--- src/sv/flph_queue.sv ---
// ----------------------------------------------------------------------------
// flph_queue
// Two-entry queue that decouples the hashing front from the probing back.
// ----------------------------------------------------------------------------
`default_nettype none

module flph_queue #(
   parameter int WIDTH = 8
) (
   input  wire logic             clock,
   input  wire logic             reset,
   input  wire logic             push_valid,
   output logic                  push_ready,
   input  wire logic [WIDTH-1:0] push_data,
   output logic                  pop_valid,
   input  wire logic             pop_ready,
   output logic [WIDTH-1:0]      pop_data
);
   logic [WIDTH-1:0] entry_ff [2];
   logic             wr_ptr_ff;
   logic             rd_ptr_ff;
   logic [1:0]       count_ff;
   logic             do_push;
   logic             do_pop;

   assign push_ready = (count_ff != 2'd2);
   assign pop_valid  = (count_ff != 2'd0);
   assign pop_data   = entry_ff[rd_ptr_ff];
   assign do_push    = push_valid && push_ready;
   assign do_pop     = pop_valid && pop_ready;

   // Pointers and fill level.
   always_ff @(posedge clock) begin
      if (reset) begin
         wr_ptr_ff <= 1'b0;
         rd_ptr_ff <= 1'b0;
         count_ff  <= 2'd0;
      end else begin
         if (do_push) begin
            wr_ptr_ff <= !wr_ptr_ff;
         end
         if (do_pop) begin
            rd_ptr_ff <= !rd_ptr_ff;
         end
         if (do_push && !do_pop) begin
            count_ff <= count_ff + 2'd1;
         end else if (do_pop && !do_push) begin
            count_ff <= count_ff - 2'd1;
         end
      end
   end

   // Entry storage.
   always_ff @(posedge clock) begin
      if (do_push) begin
         entry_ff[wr_ptr_ff] <= push_data;
      end
   end

endmodule

`default_nettype wire

--- config.mk ---
export PLATFORM = sky130hd
export DESIGN_NAME = flph_queue
export DESIGN_NICKNAME = d
export VERILOG_FILES = /design/src/sv/flph_queue.sv
export SDC_FILE = /design/constraint.sdc
export NUM_CORES = 1
export LEC_CHECK = 0
export BUFFER_PORTS_ARGS = -buffer_cell sky130_fd_sc_hd__buf_2
export CAP_MARGIN = 40
export CORE_MARGIN = 2
export CORE_UTILIZATION = 50
export DETAILED_ROUTE_END_ITERATION = 8
export GPL_ROUTABILITY_DRIVEN = 0
export PLACE_DENSITY = 0.77
export SYNTH_ARGS = -nofsm -noshare
export SYNTH_HDL_FRONTEND = slang
export SYNTH_SLANG_ARGS = --single-unit
--- constraint.sdc ---
create_clock -name clock -period 4.7 [get_ports clock]
set_input_delay 0.235 -clock clock [delete_from_list [all_inputs] [get_ports clock]]
set_output_delay 0.235 -clock clock [all_outputs]
set_load 0.01 [all_outputs]
==> results of run 1 <==
kinds of logic after synthesis:
logic type,count (synthesis)
simple gates,9
xor+xnor,3
compound gates,5
fa+ha+maj,1
buf+inv,2
flops,21
mux,8
how the worst max path moves through the flow:
stage	slack, ns	end	startpoint
global placement	3.18	count_ff[1]	count_ff[0]
floorplan	3.18	count_ff[1]	count_ff[0]
finish	3.09	pop_data[6]	flop
global route	3.02	pop_data[1]	flop
CTS	3.07	pop_data[6]	flop
detailed placement	3.13	count_ff[1]	count_ff[0]
power breakdown:
group          total [mW]  switching, mW  internal, mW  leakage, nW
clock              0.0844         0.0527        0.0316       0.0177
combinational       0.148         0.0705        0.0774        0.176
sequential          0.261         0.0258         0.235        0.191
layout by cell type, fill, tap and decap left out, types with 2 or more instances in the layout:
cell type  Yosys  routed
a21oi_1        2       2
buf_2          1      21
clkbuf_4       0       3
dfxtp_1        5       5
edfxtp_1      16      16
mux2_2         8       8
nor2_1         3       3
o21ai_0        2       2
xor2_1         3       3
routing by layer:
metal / up-vias / part of all wire [%] / track usage, %
li1: 228 / - / -
met1: 212 / 42 / 15.5
met2: 11 / 54 / 24.4
met3: 2 / 3.4 / 2.86
met4: 0 / 0.71 / 9.09
met5: - / 0 / 0
cells in the mapped netlist:
cell type / instances
edfxtp_1: 16
mux2_2: 8
dfxtp_1: 5
nor2_1: 3
xor2_1: 3
a21oi_1: 2
o21ai_0: 2
a21bo_2: 1
and2_1: 1
and3_1: 1
buf_2: 1
ha_1: 1
inv_1: 1
nand2b_4: 1
nand3b_1: 1
or2_2: 1
or3_1: 1
sequential cells by signal (all words and copies together), names as in the netlist, named ones only:
name,flops
rd_ptr_ff,1
wr_ptr_ff,1
count_ff,2
entry_ff,16
metrics by stage:
stage / std cells / setup WS, ns / hold WS, ns / utilization, % / total power, mW
final: 89 / 3.09 / 0.119 / 63.3 / 0.494
after global routing: 89 / 3.02 / 0.101 / 63.3 / 0.520
after CTS: 89 / 3.07 / 0.114 / 63.3 / 0.498
after detailed placement: 85 / 3.13 / 0.426 / 61.5 / 0.415
after global placement: 85 / 3.18 / 0.424 / 61.5 / 0.407
after floorplan: 49 / 3.18 / 0.304 / - / 0.365
layout make-up:
cell class | instances | area, sq um | share of cell area (%)
Timing Repair Buffer | 21 | 105 | 11.0
Sequential cell | 21 | 581 | 60.9
Clock buffer | 3 | 22.5 | 2.36
Inverter | 1 | 3.75 | 0.394
Tap cell | 16 | 20.0 | 2.10
Multi-Input combinational cell | 26 | 216 | 22.7
Clock inverter | 1 | 5.00 | 0.525
==> impl_metrics.json, run 1 <==
{
  "tightest_slew_ns": 0.387,
  "crit_required_ns": 4.47,
  "coreArea_sq_um": 1510,
  "hpwl_um": 928,
  "cpPeakStageDelay_ns": 0.56,
  "antenna_left": 0,
  "grt-ovfl-total": 0,
  "diodes": 0,
  "worst_clock_skew_ns": 0.000790,
  "initial_core_util_pct": 53.5,
  "whs_path_depth": 1,
  "root_buffer": "clkbuf_4",
  "crit_cells": 2,
  "cellPowerDensity_nw_per_um2": 518,
  "syn_nets": 62,
  "startpoint_type": "flop",
  "yosysTopAreaCell": "edfxtp_1",
  "fill_cells": 118,
  "peakVddDrop_v": 0.000293,
  "period_share_pct": 34.3,
  "r2r-start": "count_ff[0]",
  "ys_seq_area_share_pct": 72.0,
  "die-area_sq_um": 1950,
  "grt.total_usage_pct": 14.0,
  "crit_buf_inv": 1,
  "yosysTopAreaCellShare_pct": 59.6,
  "reg2reg_depth": 5,
  "syn_to_final_growth_pct": 18.3,
  "synth_xor_area_share_pct": 3.26,
  "maxCapViolCount": 0,
  "hp-class": "primary input to flop",
  "yosys_warnings": 0,
  "clk_pin_slew_worst_paths_ns": 0.11,
  "status": "completed",
  "postCtsHoldBufs": 0,
  "worstSetupEndpointType": "primary output",
  "synth_adder_area_share_pct": 1.55,
  "cts_buffers": 3,
  "io_buffers": 21,
  "clockBufferDepth": 2,
  "timing.fmax_ghz": 0.621,
  "syn_area_per_cell_sq_um": 16.4,
  "fin_nets": 87,
  "crit_chain": "mux2_2, buf_2",
  "synth_compound_area_share_pct": 3.73,
  "vias_per_cell": 5.09,
  "finalHoldViolCount": 0,
  "rows": 14,
  "die_w_um": 44.1,
  "ys_ff_latch": 21,
  "synth_top_family_by_area": "multiplexers",
  "worstSetupPathType": "flop to primary output",
  "p_leak_nw": 0.385,
  "ios": 22,
  "synthMuxAreaShare_pct": 11.2,
  "htreeDepth": 1,
  "cts_resized": 0,
  "antenna_found_initial": 0,
  "tns_ns": 0,
  "routedWlPerCell_um": 14.2,
  "post-route-drc-count": 0,
  "reg2reg_slack_ns": 3.10,
  "clock_sinks": 21,
  "synthTopCellsByArea": "edfxtp_1 (60%), dfxtp_1 (12%), mux2_2 (11%)",
  "final_area_sq_um": 953,
  "r2r_end": "count_ff[1]",
  "place_area_sq_um": 926,
  "cp.arrival_ns": 1.38,
  "path_delay_family": "flip-flops",
  "whs_endpoint": "entry_ff[1][2]",
  "drt-initial-drc-count": 11,
  "grt_first_pass_wirelength_mm": 1.84,
  "setup_violations": 0,
  "worstHoldStart": "push_data[2]",
  "slew_headroom_pct": 74.2,
  "clock_latency_ns": 0.29,
  "netlist_area_sq_um": 806,
  "vias": 453,
  "drtPass1Iterations": 2,
  "drive_above_1_share_pct": 49.3,
  "wl_mm": 1.27,
  "rsz0062_at_grt": "no",
  "cts_setup_buffers": 0,
  "critPathSlowestCell": "dfxtp_1",
  "cts_tree": "yes",
  "syn_inst": 49,
  "synthSimpleGateAreaFrac_pct": 7.14,
  "fin_crit_ns": 1.61,
  "cp_max_fo": 8,
  "fp.dieH_um": 44.1,
  "grt_max_degree": 13,
  "synth_cell_type_count": 17,
  "slew_violations": 0,
  "grt_pass1_vias": 431
}
Note: power is estimated with default switching activity, not from simulation.
==> inputs of run 2 (changes only) <==
ABC_AREA = 1   (was default)
CORE_ASPECT_RATIO = 1.25   (was default)
CORE_UTILIZATION = 49   (was 50)
PLACE_DENSITY = 0.75   (was 0.77)
clock period = 1.7 ns   (was 4.7 ns; I/O delays follow)
==> impl_metrics.json, run 2 <==
{
  "top_regs": "entry_ff x16, count_ff x2",
  "die-area_sq_um": 2030,
  "dp.cells": 102,
  "gr-usage-met3_pct": 2.70,
  "diodes": 0,
  "instances_no_fill": 114,
  "fin_crit_ns": 1.44,
  "die_w_um": 40.7,
  "yosysTopAreaCellShare_pct": 58.2,
  "period_share_pct": 84.7,
  "top_usage_layer": "met2",
  "htreeDepth": 1,
  "synthTopCellsByArea": "edfxtp_1 (58%), dfxtp_1 (12%), mux2_2 (11%)",
  "vias": 547,
  "clock_latency_ns": 0.29,
  "wl_mm": 1.38,
  "slew_headroom_pct": 77.7,
  "cp.arrival_ns": 1.36,
  "ys.flop_type": "edfxtp_1",
  "slew_violations": 0,
  "rows": 16,
  "groute.layer.met2.usage_pct": 27.8,
  "synth_most_common_cell": "edfxtp_1",
  "grt_pass1_vias": 542,
  "cpPeakStageDelay_ns": 0.54,
  "crit_chain": "mux2_2, buf_2",
  "initial_core_util_pct": 52.2,
  "whs_endpoint": "count_ff[1]",
  "p_leak_nw": 0.451,
  "ys_ff_latch": 21,
  "swShare_pct": 32.1,
  "grt_max_degree": 12,
  "synth_top_cells_by_count": "edfxtp_1 (16), mux2_2 (8), nand2_1 (7), nor2_1 (7), inv_1 (6)",
  "cts_resized": 0,
  "final_common_cell": "buf_2",
  "hpwl_um": 987,
  "synth-edff-count": 16,
  "status": "completed",
  "fp.dieH_um": 49.9,
  "use_met1_pct": 15.9,
  "io_buffers": 21,
  "startpoint_type": "flop",
  "regMostFlops": "entry_ff",
  "p_int_uw": 953,
  "worstHoldStart": "reset",
  "clock_sinks": 21,
  "rsz0062_at_grt": "no",
  "mostFrequentLayoutCells": "buf_2 (21), edfxtp_1 (16), mux2_2 (8), dlygate4sd3_1 (8)",
  "post-route-drc-count": 0,
  "synth_cell_type_count": 17,
  "drt-initial-drc-count": 11,
  "tns_ns": 0,
  "r2r_end": "count_ff[1]",
  "clockBufferDepth": 2,
  "worst_clock_skew_ns": 0.0117,
  "grt-ovfl-total": 0,
  "syn_inst": 62,
  "critPathSlowestCell": "dfxtp_1",
  "reg2reg_slack_ns": 0.29,
  "grt.total_usage_pct": 15.2,
  "routedWlPerCell_um": 12.1,
  "cellPowerDensity_nw_per_um2": 1310,
  "root_buffer": "clkbuf_4",
  "worstSetupEndpointType": "primary output",
  "ios": 22,
  "setup_violations": 0,
  "antenna_left": 0,
  "yosysTopAreaCell": "edfxtp_1",
  "power_frac_seq_pct": 50.6,
  "clockPowerShare_pct": 16.2,
  "drive_above_1_share_pct": 39.6,
  "hp-class": "primary input to flop",
  "power_mw": 1.40,
  "syn_to_final_growth_pct": 29.5,
  "ys_seq_area_share_pct": 70.3,
  "timing.fmax_ghz": 0.694,
  "grt_first_pass_wirelength_mm": 2.08,
  "drtPass1Iterations": 4,
  "tightest_slew_ns": 0.334,
  "crit_required_ns": 1.62,
  "fin_nets": 110,
  "cp_max_fo": 8,
  "netlist_area_sq_um": 826,
  "cts_buffers": 3,
  "yosys_warnings": 0,
  "syn_nets": 75,
  "largest_reg_flops": 16,
  "maxCapViolCount": 0,
  "peakVddDrop_v": 0.000816,
  "whs_path_depth": 4,
  "finalHoldViolCount": 0,
  "clk_pin_slew_worst_paths_ns": 0.12,
  "vias_per_cell": 4.80,
  "r2r-start": "count_ff[0]",
  "fill_cells": 120,
  "p_sw_uw": 450,
  "antenna_found_initial": 0,
  "async_flop_share_pct": 0,
  "combPwrFrac_pct": 33.1,
  "reg2reg_depth": 10,
  "coreArea_sq_um": 1580,
  "worstSetupPathType": "flop to primary output",
  "syn_area_per_cell_sq_um": 13.3,
  "cts_tree": "yes"
}
==> run 2: cell types whose count changed after synthesis, moves of 2 or more <==
cell,change
inv_1,+5
nand2_1,+7
nand3_1,+2
nor2_1,+4
xor2_1,-3
==> run 2: worst max path at each step <==
| stage | start | to | slack [ns] |
|---|---|---|---|
| CTS | flop | pop_data[7] | 0.22 |
| finish | flop | pop_data[7] | 0.26 |
| global route | flop | pop_data[7] | 0.18 |
| global placement | count_ff[0] | count_ff[1] | 0.44 |
| detailed placement | count_ff[0] | count_ff[1] | 0.32 |
| floorplan | count_ff[0] | entry_ff[1][0] | 0.38 |
==> run 2: repair_timing <==
item / 4_1_cts / 5_1_grt
setup endpoints to repair: 0 / 0
hold buffers: 8 / 0
endpoints found under the hold margin: 16 / 0
buffers inserted: 0 / 0
==> run 2: layer usage <==
metal  vias up  share of wire (%)
met4         0                  0
li1        282                  -
met3         0                3.5
met2        12                 55
met5         -                  0
met1       253                 41
==> run 2: critical path: cells and delay by family (launching register included) <==
family / cells / cell delay (ns)
flops: 1 / 0.54
mux: 1 / 0.39
buf+inv: 1 / 0.14
==> run 2: logic make-up after synthesis <==
| kind of cell | after synthesis | synth area share [%] |
|---|---|---|
| adders and majority gates | 1 | 1.51 |
| and+or+nand+nor | 19 | 10.5 |
| buffers and inverters | 9 | 4.39 |
| AOI/OAI and AO/OA | 4 | 2.42 |
| DFF | 21 | 70.3 |
| muxes | 8 | 10.9 |
==> run 2: layout make-up <==
class / count / area [sq um] / share of cell area (%)
Timing Repair Buffer: 31 / 200 / 18.7
Sequential cell: 21 / 581 / 54.3
Tap cell: 18 / 22.5 / 2.11
Inverter: 8 / 31.3 / 2.92
Multi-Input combinational cell: 32 / 209 / 19.5
Clock buffer: 4 / 26.3 / 2.46
==> run 2: power by group through the flow <==
stage	Sequential [mW]	Combinational [mW]	Clock [mW]
global placement	0.719	0.427	0
CTS	0.714	0.468	0.231
detailed placement	0.727	0.452	0
global route	0.723	0.511	0.257
floorplan	0.696	0.317	0
finish	0.710	0.464	0.228
==> run 2: metrics by stage <==
stage	area [sq um]	utilization (%)	hold WS, ns	setup slack [ns]
6_report	1070	67.6	0.0707	0.260
5_1_grt	1070	67.6	0.105	0.185
4_1_cts	1070	67.6	0.0785	0.219
3_5_place_dp	963	60.9	0.279	0.323
3_3_place_gp	963	60.9	0.273	0.438
2_1_floorplan	826	-	0.184	0.385
==> inputs of run 3 (changes only) <==
CORE_UTILIZATION = 44   (was 49)
PLACE_DENSITY = 0.71   (was 0.75)
clock period = 1.15 ns   (was 1.7 ns; I/O delays follow)
==> impl_metrics.json, run 3 (same netlist as run 2, synthesis figures left out) <==
{
  "crit_required_ns": 1.09,
  "tns_ns": -1.52,
  "fp.dieH_um": 52.4,
  "clock_latency_ns": 0.29,
  "antenna_found_initial": 0,
  "io_buffers": 21,
  "fin_nets": 118,
  "top_regs": "entry_ff x16, count_ff x2",
  "rows": 17,
  "routedWlPerCell_um": 12.0,
  "timing.fmax_ghz": 0.805,
  "die-area_sq_um": 2240,
  "startpoint_type": "flop",
  "initial_core_util_pct": 46.8,
  "drtPass1Iterations": 4,
  "drt-initial-drc-count": 4,
  "place_area_sq_um": 1040,
  "coreArea_sq_um": 1770,
  "mostFrequentLayoutCells": "edfxtp_1 (16), buf_2 (13), buf_6 (10)",
  "failed_checks": "setup timing",
  "post-route-drc-count": 0,
  "worstSetupEndpointType": "primary output",
  "slew_headroom_pct": 88.3,
  "post-place-ws_ns": -0.0592,
  "period_share_pct": 108,
  "final_area_sq_um": 1290,
  "antenna_left": 0,
  "vias": 586,
  "wl_mm": 1.48,
  "slew_violations": 0,
  "syn_to_final_growth_pct": 55.8,
  "clock_sinks": 21,
  "cts_buffers": 3,
  "regMostFlops": "entry_ff",
  "worst_clock_skew_ns": 0.00338,
  "fin_crit_ns": 1.24,
  "grt_pass1_vias": 562,
  "largest_reg_flops": 16,
  "cellPowerDensity_nw_per_um2": 2000,
  "peakVddDrop_v": 0.00139,
  "p_leak_nw": 0.549,
  "setup_violations": 26,
  "clockBufferDepth": 2,
  "fin_ws_ns": -0.0916,
  "cts_tree": "yes",
  "hp-class": "primary input to flop",
  "htreeDepth": 1,
  "rsz0062_at_grt": "yes",
  "cp_max_fo": 8,
  "final_common_cell": "edfxtp_1",
  "grt.total_usage_pct": 14.5,
  "post-route-util_pct": 72.9,
  "grt_max_degree": 12,
  "power_mw": 2.58,
  "diodes": 0,
  "finalHoldViolCount": 0,
  "clk_pin_slew_worst_paths_ns": 0.10,
  "die_w_um": 42.8,
  "root_buffer": "clkbuf_4",
  "ios": 22,
  "cp.arrival_ns": 1.18,
  "multi_input_area_sq_um": 289,
  "status": "finished, violations left",
  "drive_above_1_share_pct": 55.8,
  "tightest_slew_ns": 0.175,
  "regArea_sq_um": 589,
  "worstSetupPathType": "flop to primary output",
  "hpwl_mm": 1.04,
  "grt_first_pass_wirelength_mm": 2.37,
  "maxCapViolCount": 0,
  "grt-ovfl-total": 0,
  "fill_cells": 122,
  "vias_per_cell": 4.76
}
## run 3: cell types whose count changed in the layout (fill, tap and decap cells not counted), moves of 3 or more
cell,previous run,this run
buf_6,0,10
dfxtp_1,5,2
nand2_1,7,4
buf_4,2,8
mux2_2,8,0
buf_2,21,13
mux2_4,0,8
## run 3: what timing repair did
| action | in CTS | in global routing |
|---|---|---|
| endpoints found under the hold margin | 16 | 0 |
| hold buffers | 8 | 0 |
| buffers inserted | 1 | 3 |
| pin swaps | 2 | 2 |
| endpoints found under the setup margin | 10 | 20 |
| resized for setup | 18 | 8 |
## run 3: final cells by class
| class | count | area share [%] |
|---|---|---|
| Timing Repair Buffer | 39 | 24.7 |
| Multi-Input combinational cell | 32 | 22.5 |
| Clock buffer | 4 | 2.04 |
| Tap cell | 19 | 1.85 |
| Inverter | 8 | 3.11 |
| Sequential cell | 21 | 45.8 |
## run 3: routing by layer
layer | part of all wire, % | global-route usage (%)
met3 | 4.0 | 3.45
met5 | 0 | 0
met1 | 43 | 17.3
met2 | 51 | 24.7
met4 | 1.4 | 6.25
## run 3: per-stage QoR
| step | std cells | hold WS, ns |
|---|---|---|
| 3_3_place_gp | 107 | 0.247 |
| 3_5_place_dp | 107 | 0.249 |
| 6_report | 123 | 0.0327 |
| 5_1_grt | 123 | 0.0482 |
| 2_1_floorplan | 62 | 0.156 |
| 4_1_cts | 120 | 0.0301 |
## run 3: critical path: stages, from the launching register on
cell	delay (ns)
dfxtp_4	0.45
mux2_4	0.32
buf_6	0.12
## run 3: path summary, 6_finish.rpt
kind                                   from     endpoint  slack (ns)  cells past startpoint
worst max-delay path                   flop  pop_data[1]       -0.09                      2
worst min-delay path                  reset  count_ff[1]        0.03                      4
worst max register to register  count_ff[0]  count_ff[1]       -0.06                     10
worst min register to register    rd_ptr_ff         flop        0.52                      2
## run 3: report_power, final
part	leakage [nW]	internal (mW)	switching [mW]	total, mW
Combinational	0.342	0.639	0.511	1.15
Sequential	0.192	0.988	0.109	1.10
Clock	0.0150	0.135	0.196	0.331
Total	0.549	1.76	0.816	2.58
