### src/sv/flph_pkg.sv
// ----------------------------------------------------------------------------
// flph_pkg
// Shared types and constants for the linear-probing hash table.
// ----------------------------------------------------------------------------
`default_nettype none

package flph_pkg;

   // Request operations.
   localparam logic [1:0] FUNC_GET    = 2'd0;
   localparam logic [1:0] FUNC_SET    = 2'd1;
   localparam logic [1:0] FUNC_REMOVE = 2'd2;

   // Response status codes.
   localparam logic [1:0] ST_DONE    = 2'd0;
   localparam logic [1:0] ST_MISSING = 2'd1;
   localparam logic [1:0] ST_FULL    = 2'd2;

   // Slot marks.
   localparam logic [1:0] MARK_EMPTY = 2'd0;
   localparam logic [1:0] MARK_USED  = 2'd1;
   localparam logic [1:0] MARK_TOMB  = 2'd2;

   // FNV-1a 64-bit constants.
   localparam logic [63:0] FNV_BASIS = 64'd14695981039346656037;
   localparam logic [63:0] FNV_MULT  = 64'd1099511628211;

   // Load limit register.
   localparam int         LIMIT_W          = 11;
   localparam logic [10:0] LOAD_LIMIT_RESET = 11'd716;

   // Number of bytes hashed per key.
   localparam int KEY_BYTES = 8;

   // Request as it travels from the front to the back.
   typedef struct packed {
      logic [1:0]  func;
      logic [63:0] key;
      logic [63:0] write_value;
   } job_type;

endpackage

`default_nettype wire

### src/sv/flph_req_if.sv
// ----------------------------------------------------------------------------
// flph_req_if
// Request channel: valid/ready handshake with operation, key and value.
// ----------------------------------------------------------------------------
`default_nettype none

interface flph_req_if;
   logic        valid;
   logic        ready;
   logic [1:0]  func;
   logic [63:0] key;
   logic [63:0] write_value;

   modport source (output valid, output func, output key, output write_value, input ready);
   modport sink (input valid, input func, input key, input write_value, output ready);
endinterface

`default_nettype wire

### src/sv/flph_front.sv
// ----------------------------------------------------------------------------
// flph_front
// Accepts requests and computes the home slot with an iterative FNV-1a unit.
// ----------------------------------------------------------------------------
`default_nettype none

module flph_front #(
   parameter int HASH_W = 10
) (
   input  wire logic              clock,
   input  wire logic              reset,
   flph_req_if.sink               req_ch,
   output flph_pkg::job_type      job_out,
   output logic [HASH_W-1:0]      home_out,
   output logic                   job_valid,
   input  wire logic              job_ready
);
   import flph_pkg::*;

   localparam int STEP_W = $clog2(KEY_BYTES);
   localparam logic [STEP_W-1:0] LAST_STEP = STEP_W'(KEY_BYTES - 1);

   logic              busy_ff;
   logic              done_ff;
   logic [STEP_W-1:0] step_ff;
   logic [HASH_W-1:0] hash_ff;
   logic [HASH_W-1:0] hash_in;
   job_type           job_ff;
   logic [7:0]        byte_sel;
   logic [HASH_W-1:0] mix;
   logic [2*HASH_W-1:0] product;

   // Only the low bits of the hash reach the slot index, and the low bits of
   // a product depend only on the low bits of its operands.
   assign byte_sel = job_ff.key[8*step_ff +: 8];
   assign mix      = hash_ff ^ HASH_W'(byte_sel);
   assign product  = {{HASH_W{1'b0}}, mix} * {{HASH_W{1'b0}}, FNV_MULT[HASH_W-1:0]};
   assign hash_in  = product[HASH_W-1:0];

   // Request capture, one hash round per cycle, then hand-off to the queue.
   always_ff @(posedge clock) begin
      if (reset) begin
         busy_ff <= 1'b0;
         done_ff <= 1'b0;
         step_ff <= '0;
      end else if (!busy_ff && req_ch.valid) begin
         busy_ff <= 1'b1;
         done_ff <= 1'b0;
         step_ff <= '0;
      end else if (busy_ff && !done_ff) begin
         step_ff <= step_ff + 1'b1;
         if (step_ff == LAST_STEP) begin
            done_ff <= 1'b1;
         end
      end else if (done_ff && job_ready) begin
         busy_ff <= 1'b0;
         done_ff <= 1'b0;
      end
   end

   // Payload registers.
   always_ff @(posedge clock) begin
      if (!busy_ff && req_ch.valid) begin
         job_ff.func        <= req_ch.func;
         job_ff.key         <= req_ch.key;
         job_ff.write_value <= req_ch.write_value;
         hash_ff            <= FNV_BASIS[HASH_W-1:0];
      end else if (busy_ff && !done_ff) begin
         hash_ff <= hash_in;
      end
   end

   assign req_ch.ready = !busy_ff;
   assign job_valid    = done_ff;
   assign job_out      = job_ff;
   assign home_out     = hash_ff;

   // A job is offered only after all rounds of the hash have run.
   assert property (@(posedge clock) disable iff (reset)
      $rose(done_ff) |-> $past(step_ff) == LAST_STEP)
      else $error("hash handed off early");
   assert property (@(posedge clock) disable iff (reset)
      done_ff |-> busy_ff)
      else $error("done without a request");
   assert property (@(posedge clock) disable iff (reset)
      (busy_ff && !done_ff) |=> $stable(job_ff))
      else $error("request changed during hashing");

endmodule

`default_nettype wire

### src/flat_wrapper.sv
// flat-port wrapper written by rule: the top's interface ports become plain ports
module flph_front_flat import flph_pkg::*;
#(
   parameter int HASH_W = 10
)
  (clock, reset, job_out, home_out, job_valid, job_ready, req_ch_valid, req_ch_func, req_ch_key, req_ch_write_value, req_ch_ready);
  flph_req_if req_ch_i ();
  input  wire logic clock;
  input  wire logic reset;
  output flph_pkg::job_type job_out;
  output logic [HASH_W-1:0] home_out;
  output logic job_valid;
  input  wire logic job_ready;
  input wire logic [$bits(req_ch_i.valid)-1:0] req_ch_valid;
  input wire logic [$bits(req_ch_i.func)-1:0] req_ch_func;
  input wire logic [$bits(req_ch_i.key)-1:0] req_ch_key;
  input wire logic [$bits(req_ch_i.write_value)-1:0] req_ch_write_value;
  output wire logic [$bits(req_ch_i.ready)-1:0] req_ch_ready;
  assign req_ch_i.valid = req_ch_valid;
  assign req_ch_i.func = req_ch_func;
  assign req_ch_i.key = req_ch_key;
  assign req_ch_i.write_value = req_ch_write_value;
  assign req_ch_ready = req_ch_i.ready;
  flph_front #(.HASH_W(HASH_W)) u_core (.clock(clock), .reset(reset), .req_ch(req_ch_i), .job_out(job_out), .home_out(home_out), .job_valid(job_valid), .job_ready(job_ready));
endmodule
### config.mk
export PLATFORM = sky130hd
export DESIGN_NAME = flph_front_flat
export DESIGN_NICKNAME = d
export VERILOG_FILES = /design/src/sv/flph_pkg.sv /design/src/sv/flph_req_if.sv /design/src/sv/flph_front.sv /design/src/flat_wrapper.sv
export SDC_FILE = /design/constraint.sdc
export NUM_CORES = 1
export LEC_CHECK = 0
export ABC_AREA = 1
export BUFFER_PORTS_ARGS = -buffer_cell sky130_fd_sc_hd__buf_2
export CAP_MARGIN = 25
export CORE_MARGIN = 4
export CORE_UTILIZATION = 51
export DETAILED_ROUTE_END_ITERATION = 8
export PLACE_DENSITY = 0.86
export SYNTH_ARGS = -nofsm -noshare
export SYNTH_HDL_FRONTEND = slang
export SYNTH_SLANG_ARGS = --single-unit
### constraint.sdc
create_clock -name clock -period 9.15 [get_ports clock]
set_input_delay 0.915 -clock clock [delete_from_list [all_inputs] [get_ports clock]]
set_output_delay 0.915 -clock clock [all_outputs]
set_load 0.005 [all_outputs]
==> results of run 1 <==
[power groups by stage]
stage	logic, mW	clock network, mW	registers (mW)
floorplan	1.05	0	0.838
global placement	1.32	0	0.835
detailed placement	1.37	0	0.837
CTS	1.38	0.692	0.825
global route	1.62	0.721	0.830
finish	1.38	0.684	0.825
[worst max-delay path by stage]
stage / end / slack [ns]
after global routing: u_core.home_out[9] / 3.73
after CTS: u_core.home_out[9] / 4.11
after floorplan: u_core.home_out[9] / 4.68
after global placement: u_core.home_out[9] / 4.42
final: u_core.home_out[9] / 4.08
after detailed placement: u_core.home_out[9] / 4.18
[per-layer routing]
layer / vias up / GRT usage [%] / share of wire [%]
met2: 235 / 46.7 / 54
met1: 2228 / 28.3 / 33
met5: - / 0 / 0.067
met4: 2 / 8.64 / 2.3
met3: 41 / 11.7 / 11
li1: 2146 / - / -
[Yosys cell counts, types with 2 or more instances]
cell / count
xnor2_1: 5
edfxtp_1: 130
o221ai_1: 6
xor2_2: 2
o21ai_1: 2
nand2_2: 2
xor2_1: 10
buf_2: 4
ha_1: 25
nor2_1: 29
nand3_1: 25
dfxtp_1: 15
a21oi_1: 8
fa_1: 9
or2_2: 2
nand2_1: 74
o21ai_0: 27
o22ai_1: 6
inv_1: 57
buf_12: 2
buf_6: 3
a211oi_1: 3
[registers in the layout, indices dropped and copies added (netlist names)]
signal            cells
u_core.step_ff        3
u_core.home_out      10
u_core.busy_ff        1
u_core.job_valid      1
u_core.job_out      130
[worst register-to-register path: cells and delay by family, from the launching register on]
| kind | cells | cell delay, ns |
|---|---|---|
| adder cells (fa/ha/maj) | 5 | 1.98 |
| AO/OA/AOI/OAI | 5 | 0.88 |
| flip-flops | 1 | 0.74 |
| AND/OR/NAND/NOR | 8 | 0.65 |
| buffers and inverters | 4 | 0.54 |
| XOR/XNOR | 1 | 0.23 |
[layout make-up]
cell class / instances / share of cell area (%)
diodes: 2 / 0.0615
clock inverters: 14 / 1.92
clock buffers: 18 / 5.27
flip-flops and latches: 145 / 51.6
repair buffers: 278 / 17.4
inverters: 60 / 2.90
multi-input cells: 238 / 18.6
well taps: 143 / 2.20
[through the flow]
step	worst slack (ns)	area (um^2)
2_1_floorplan	4.68	6060
3_3_place_gp	4.42	7530
3_5_place_dp	4.18	7530
4_1_cts	4.11	8110
5_1_grt	3.73	8140
6_report	4.08	8140
[cell families (layout without fill, tap and decap cells)]
group / count (synthesis) / after routing
flops: 145 / 145
other cells: 0 / 2
xor+xnor: 17 / 17
fa+ha+maj: 34 / 34
simple gates: 133 / 133
compound gates: 54 / 54
buf+inv: 72 / 370
[cells in the final DEF (no fill, tap or decap), drive strengths merged]
| cell | count |
|---|---|
| nand2 | 76 |
| nor2 | 29 |
| clkinvlp | 3 |
| a21oi | 8 |
| clkinv | 6 |
| fa | 9 |
| nor3b | 1 |
| ha | 25 |
| clkbuf | 18 |
| or2 | 2 |
| buf | 278 |
| o21ai | 30 |
| xor2 | 12 |
| xnor2 | 5 |
| o22ai | 6 |
| inv | 63 |
| bufinv | 2 |
| nand3 | 25 |
| diode | 2 |
| o221ai | 6 |
| dfxtp | 15 |
| a211oi | 3 |
| a22oi | 1 |
| edfxtp | 130 |
==> results.yml, run 1 <==
status:
  status: "finished, final reports clean"
setup_path:
  path_buf_inv: 4
  cp_cell_sequence: "clkinv_2 -> o21ai_0 -> o22ai_1 -> o21ai_0 -> xor2_1 -> ha_1 -> inv_1 -> fa_1 -> fa_1 -> fa_1 -> inv_1 -> ha_1 -> a21oi_1 -> o21ai_0 -> nor2_1 -> nand2_1 -> nand2_1 -> nand2_1 -> nand2_1 -> inv_1 -> nand3_1 -> nand3_1 -> nand2_1"
  crit_family: "adder cells"
  crit_type: "flop to flop"
  cp.depth: 23
  cp.arrival_ns: 5.43
  r2r_slack_ns: 4.08
  startpoint: "u_core.step_ff[1]"
  crit_path_start_kind: "flop"
  crit_path_max_incr_delay_ns: 0.74
  cp_common_cell: "nand2_1"
  crit_required_ns: 9.51
  end_kind: "flop"
  reg2reg_depth: 23
  cp_max_fo: 18
  timing.rr.end: "u_core.home_out[9]"
  r2r-start: "u_core.step_ff[1]"
  crit_path_top_delay_cell: "dfxtp_1"
yosys:
  async_flop_share_pct: 0
  synthXorXnorAreaFrac_pct: 2.70
  synth_fa_ha_area_share_pct: 8.13
  ys_warn_count: 0
  synth-simple-area-share_pct: 8.98
  synth_edf_count: 130
  synth_ff_type: "edfxtp_1"
  synth_top_family_by_area: "simple AND/OR/NAND/NOR gates"
  synthesis.nets: 623
  syn_inst: 455
  yosysTopAreaCellShare_pct: 64.4
  ys_seq_area_share_pct: 69.3
  synth-compound-area-share_pct: 5.18
  synth_area_leaders: "edfxtp_1 (64%), ha_1 (5.2%), dfxtp_1 (5.0%), nand2_1 (4.6%), inv_1 (3.5%)"
  syn_area_um2: 6060
  synth-seq-cells: 145
  syn_area_per_cell_um2: 13.3
  synthMuxAreaShare_pct: 0
  yosysUniqueCellTypes: 31
  yosysTopAreaCell: "edfxtp_1"
power:
  ir_drop_v: 0.000250
  p_leak_nw: 3.74
  power_frac_seq_pct: 28.5
  clkPwrFrac_pct: 23.7
  intPower_mw: 1.77
  powerDensity_nw_per_um2: 355
  power_mw: 2.89
  netSwitchingFraction_pct: 38.6
  comb_power_share_pct: 47.8
  p_switching_mw: 1.12
timing:
  finalHoldViolCount: 0
  tightest_slew_ns: 0.653
  relSlewSlack_pct: 56.4
  rsz0062_at_grt: "no"
  fin_crit_sh_pct: 55.4
  hold-worst-slack_ns: 0.483
  skew_ns: 0.00742
  tns_ns: 0
  slew_viol_final: 0
  min_period_ns: 5.07
  setup_violations: 0
  max_freq_mhz: 197
drt:
  first_iter_violations: 314
  drt_wl_total_um: 18000
  drc: 0
  wire_per_inst_um: 20.0
  vias: 4652
  dr.pass1.iters: 5
  ant_nets: 0
  via_per_inst: 5.18
layout:
  drive_above_1_share_pct: 42.1
  instances_no_fill: 898
  final_net_count: 908
  area_growth_pct: 34.3
  multi_input_area_um2: 1520
  fillers: 767
  regArea_um2: 4200
  fin_util_pct: 70.7
grt:
  grt_pass1_vias: 4919
  grt_pass1_wl_um: 26300
  grt_max_degree: 86
  track_usage_pct: 26.4
  grt-ovfl-total: 0
  antenna_found_initial: 3
floorplanning:
  num_rows: 39
  dieWidth_um: 117
  core_um2: 11500
  die_h_um: 117
  num_io_pins: 276
  die_area_um2: 13700
  initial_core_util_pct: 52.7
clock_tree:
  cts_setup_buffers: 0
  cts_sinks: 145
  cts_hold_buf: 0
  htree_levels: 4
  clock-root-buffer: "clkbuf_16"
  clk_latency_ns: 0.42
  cts_resized: 0
  cts_inserted_buffers: 17
  cts_tree: "built"
  clk_pin_slew_worst_paths_ns: 0.06
  cts_buffer_depth: 2
min_path:
  whs_path_depth: 2
  hold_class: "flop to flop"
  min_from: "u_core.busy_ff"
  holdPathEnd: "u_core.busy_ff"
placed_design:
  dp_hpwl_um: 14000
  gp_congestion: 0.914
  dpl.cell_count: 863
  place.port_buffers: 275
job:
  cap_violations: 0
No activity file was read; power rests on OpenSTA's default activity.
==> run 2: changes to the inputs <==
--- a/config.mk
+++ b/config.mk
@@ -9,9 +9,9 @@
 export BUFFER_PORTS_ARGS = -buffer_cell sky130_fd_sc_hd__buf_2
 export CAP_MARGIN = 25
 export CORE_MARGIN = 4
-export CORE_UTILIZATION = 51
+export CORE_UTILIZATION = 47
 export DETAILED_ROUTE_END_ITERATION = 8
-export PLACE_DENSITY = 0.86
+export PLACE_DENSITY = 0.8
 export SYNTH_ARGS = -nofsm -noshare
 export SYNTH_HDL_FRONTEND = slang
 export SYNTH_SLANG_ARGS = --single-unit
==> constraint.sdc (replaced) <==
create_clock -name clock -period 4.8 [get_ports clock]
set_input_delay 0.48 -clock clock [delete_from_list [all_inputs] [get_ports clock]]
set_output_delay 0.48 -clock clock [all_outputs]
set_load 0.005 [all_outputs]
==> results.yml, run 2 (synthesis results as in run 1) <==
status:
  status: "finished, final reports clean"
clock_tree:
  cts_buffer_depth: 2
  clock-root-buffer: "clkbuf_16"
  htree_levels: 4
  cts_sinks: 145
  clk_pin_slew_worst_paths_ns: 0.06
  cts_setup_buffers: 0
  cts_inserted_buffers: 17
  clk_latency_ns: 0.43
  cts_tree: "built"
timing:
  slew_viol_final: 0
  max_freq_mhz: 219
  tns_ns: 0
  rsz0062_at_grt: "no"
  setup_violations: 0
  fin_crit_sh_pct: 95.1
  finalHoldViolCount: 0
  skew_ns: 0.0136
  min_period_ns: 4.56
  relSlewSlack_pct: 32.1
  tightest_slew_ns: 1.02
setup_path:
  r2r_slack_ns: 0.24
  cp_common_cell: "nand2_1"
  cp_cell_sequence: "clkinv_1 -> o221ai_1 -> nand2_1 -> xor2_1 -> ha_1 -> inv_1 -> fa_1 -> fa_1 -> fa_1 -> inv_1 -> ha_1 -> nand2_1 -> or2_2 -> nand3_1 -> nand2_1 -> nand2_1 -> nand2_1 -> nand2_1 -> inv_1 -> nand3_1 -> nand3_1 -> nand2_1"
  crit_path_top_delay_cell: "fa_1"
  crit_required_ns: 5.17
  crit_path_start_kind: "flop"
  r2r-start: "u_core.step_ff[2]"
  reg2reg_depth: 22
  cp_max_fo: 9
  crit_path_max_incr_delay_ns: 0.55
  timing.rr.end: "u_core.home_out[9]"
  crit_type: "flop to flop"
  end_kind: "flop"
  cp.arrival_ns: 4.94
layout:
  fillers: 950
  final_area_um2: 8180
  largest_reg_flops: 130
  area_growth_pct: 35.0
  drive_above_1_share_pct: 43.0
  layout_common_cells: "buf_2 (275), edfxtp_1 (130), nand2_1 (74)"
  final_common_cell: "buf_2"
  final_net_count: 911
grt:
  track_usage_pct: 24.9
  grt_pass1_vias: 5003
  antenna_found_initial: 3
  grt-ovfl-total: 0
  grt_pass1_wl_um: 27000
  grt_max_degree: 84
drt:
  first_iter_violations: 285
  drt_wl_total_um: 18300
  drc: 0
  via_per_inst: 5.02
  vias: 4667
  wire_per_inst_um: 19.7
  dr.pass1.iters: 5
  ant_nets: 0
job:
  cap_violations: 0
power:
  ir_drop_v: 0.000543
  powerDensity_nw_per_um2: 678
  p_leak_nw: 3.75
floorplanning:
  dieWidth_um: 122
  num_rows: 41
  num_io_pins: 276
  initial_core_util_pct: 48.0
  core_um2: 12600
  die_h_um: 122
  die_area_um2: 14800
placed_design:
  place.port_buffers: 275
  dpl_cell_area_um2: 7590
  gp_congestion: 0.887
  dp_hpwl_um: 14200
min_path:
  min_from: "reset"
  whs_path_depth: 2
  hold_class: "input port to flop"
  holdPathEnd: "u_core.busy_ff"
## run 2: cell count changes in the layout (fill, tap and decap cells not counted), sizes merged
cell | before | now
inv | 63 | 68
buf | 278 | 281
clkinv | 6 | 3
bufinv | 2 | 1
clkbuf | 18 | 17
diode | 2 | 1
## run 2: worst max-delay path, delay by kind of cell, from the launching register on
kind	cells	cell delay, ns
xor gates and xnor gates	1	0.17
AOI/OAI and AO/OA	1	0.18
buffers and inverters	4	0.46
adders and majority gates	5	2.12
and+or+nand+nor	11	1.14
DFF	1	0.44
## run 2: final cells by class
cell class | instances | area, um^2 | share of cell area [%]
timing repair buffer | 281 | 1430 | 17.4
inverter | 60 | 238 | 2.90
multi-input combinational | 238 | 1530 | 18.6
tap | 172 | 215 | 2.63
clock inverter | 15 | 148 | 1.80
clock buffer | 17 | 425 | 5.20
sequential | 145 | 4210 | 51.4
antenna | 1 | 2.50 | 0.0306
## run 2: what timing repair did
| item | in CTS | in global routing |
|---|---|---|
| gates resized for setup | 0 | 6 |
| hold buffers | 0 | 0 |
| endpoints found under the hold margin | 0 | 0 |
| endpoints found under the setup margin | 0 | 1 |
## run 2: stage by stage
step	util (%)	worst slack, ns	hold slack, ns	cells	total power, mW
finish	64.9	0.237	0.210	929	5.55
global route	64.9	0.00607	0.207	929	6.00
CTS	64.7	0.0930	0.206	928	5.53
detailed placement	60.2	0.115	0.488	896	4.23
global placement	60.2	0.431	0.456	896	4.07
floorplan	-	0.327	0.446	455	3.59
## run 2: power breakdown
group	internal [mW]	switching (mW)	leakage, nW
Clock	0.729	0.560	0.275
Combinational	1.11	1.57	2.10
Sequential	1.50	0.0639	1.37
## run 2: how the worst max path moves through the flow
stage	from	to	slack [ns]	cells after the start
5_1_grt	u_core.step_ff[0]	u_core.home_out[9]	0.006	24
3_3_place_gp	u_core.step_ff[1]	u_core.home_out[9]	0.43	22
4_1_cts	u_core.step_ff[1]	u_core.home_out[9]	0.09	23
6_report	u_core.step_ff[2]	u_core.home_out[9]	0.24	22
2_1_floorplan	u_core.step_ff[0]	u_core.home_out[9]	0.33	26
3_5_place_dp	u_core.step_ff[1]	u_core.home_out[9]	0.11	23
## run 2: layer usage
layer / track usage [%] / vias up / wire [um]
li1: - / 2148 / -
met1: 24.3 / 2250 / 5710
met2: 45.5 / 229 / 10100
met3: 12.1 / 36 / 2020
met4: 8.75 / 4 / 417
met5: 0 / - / 33
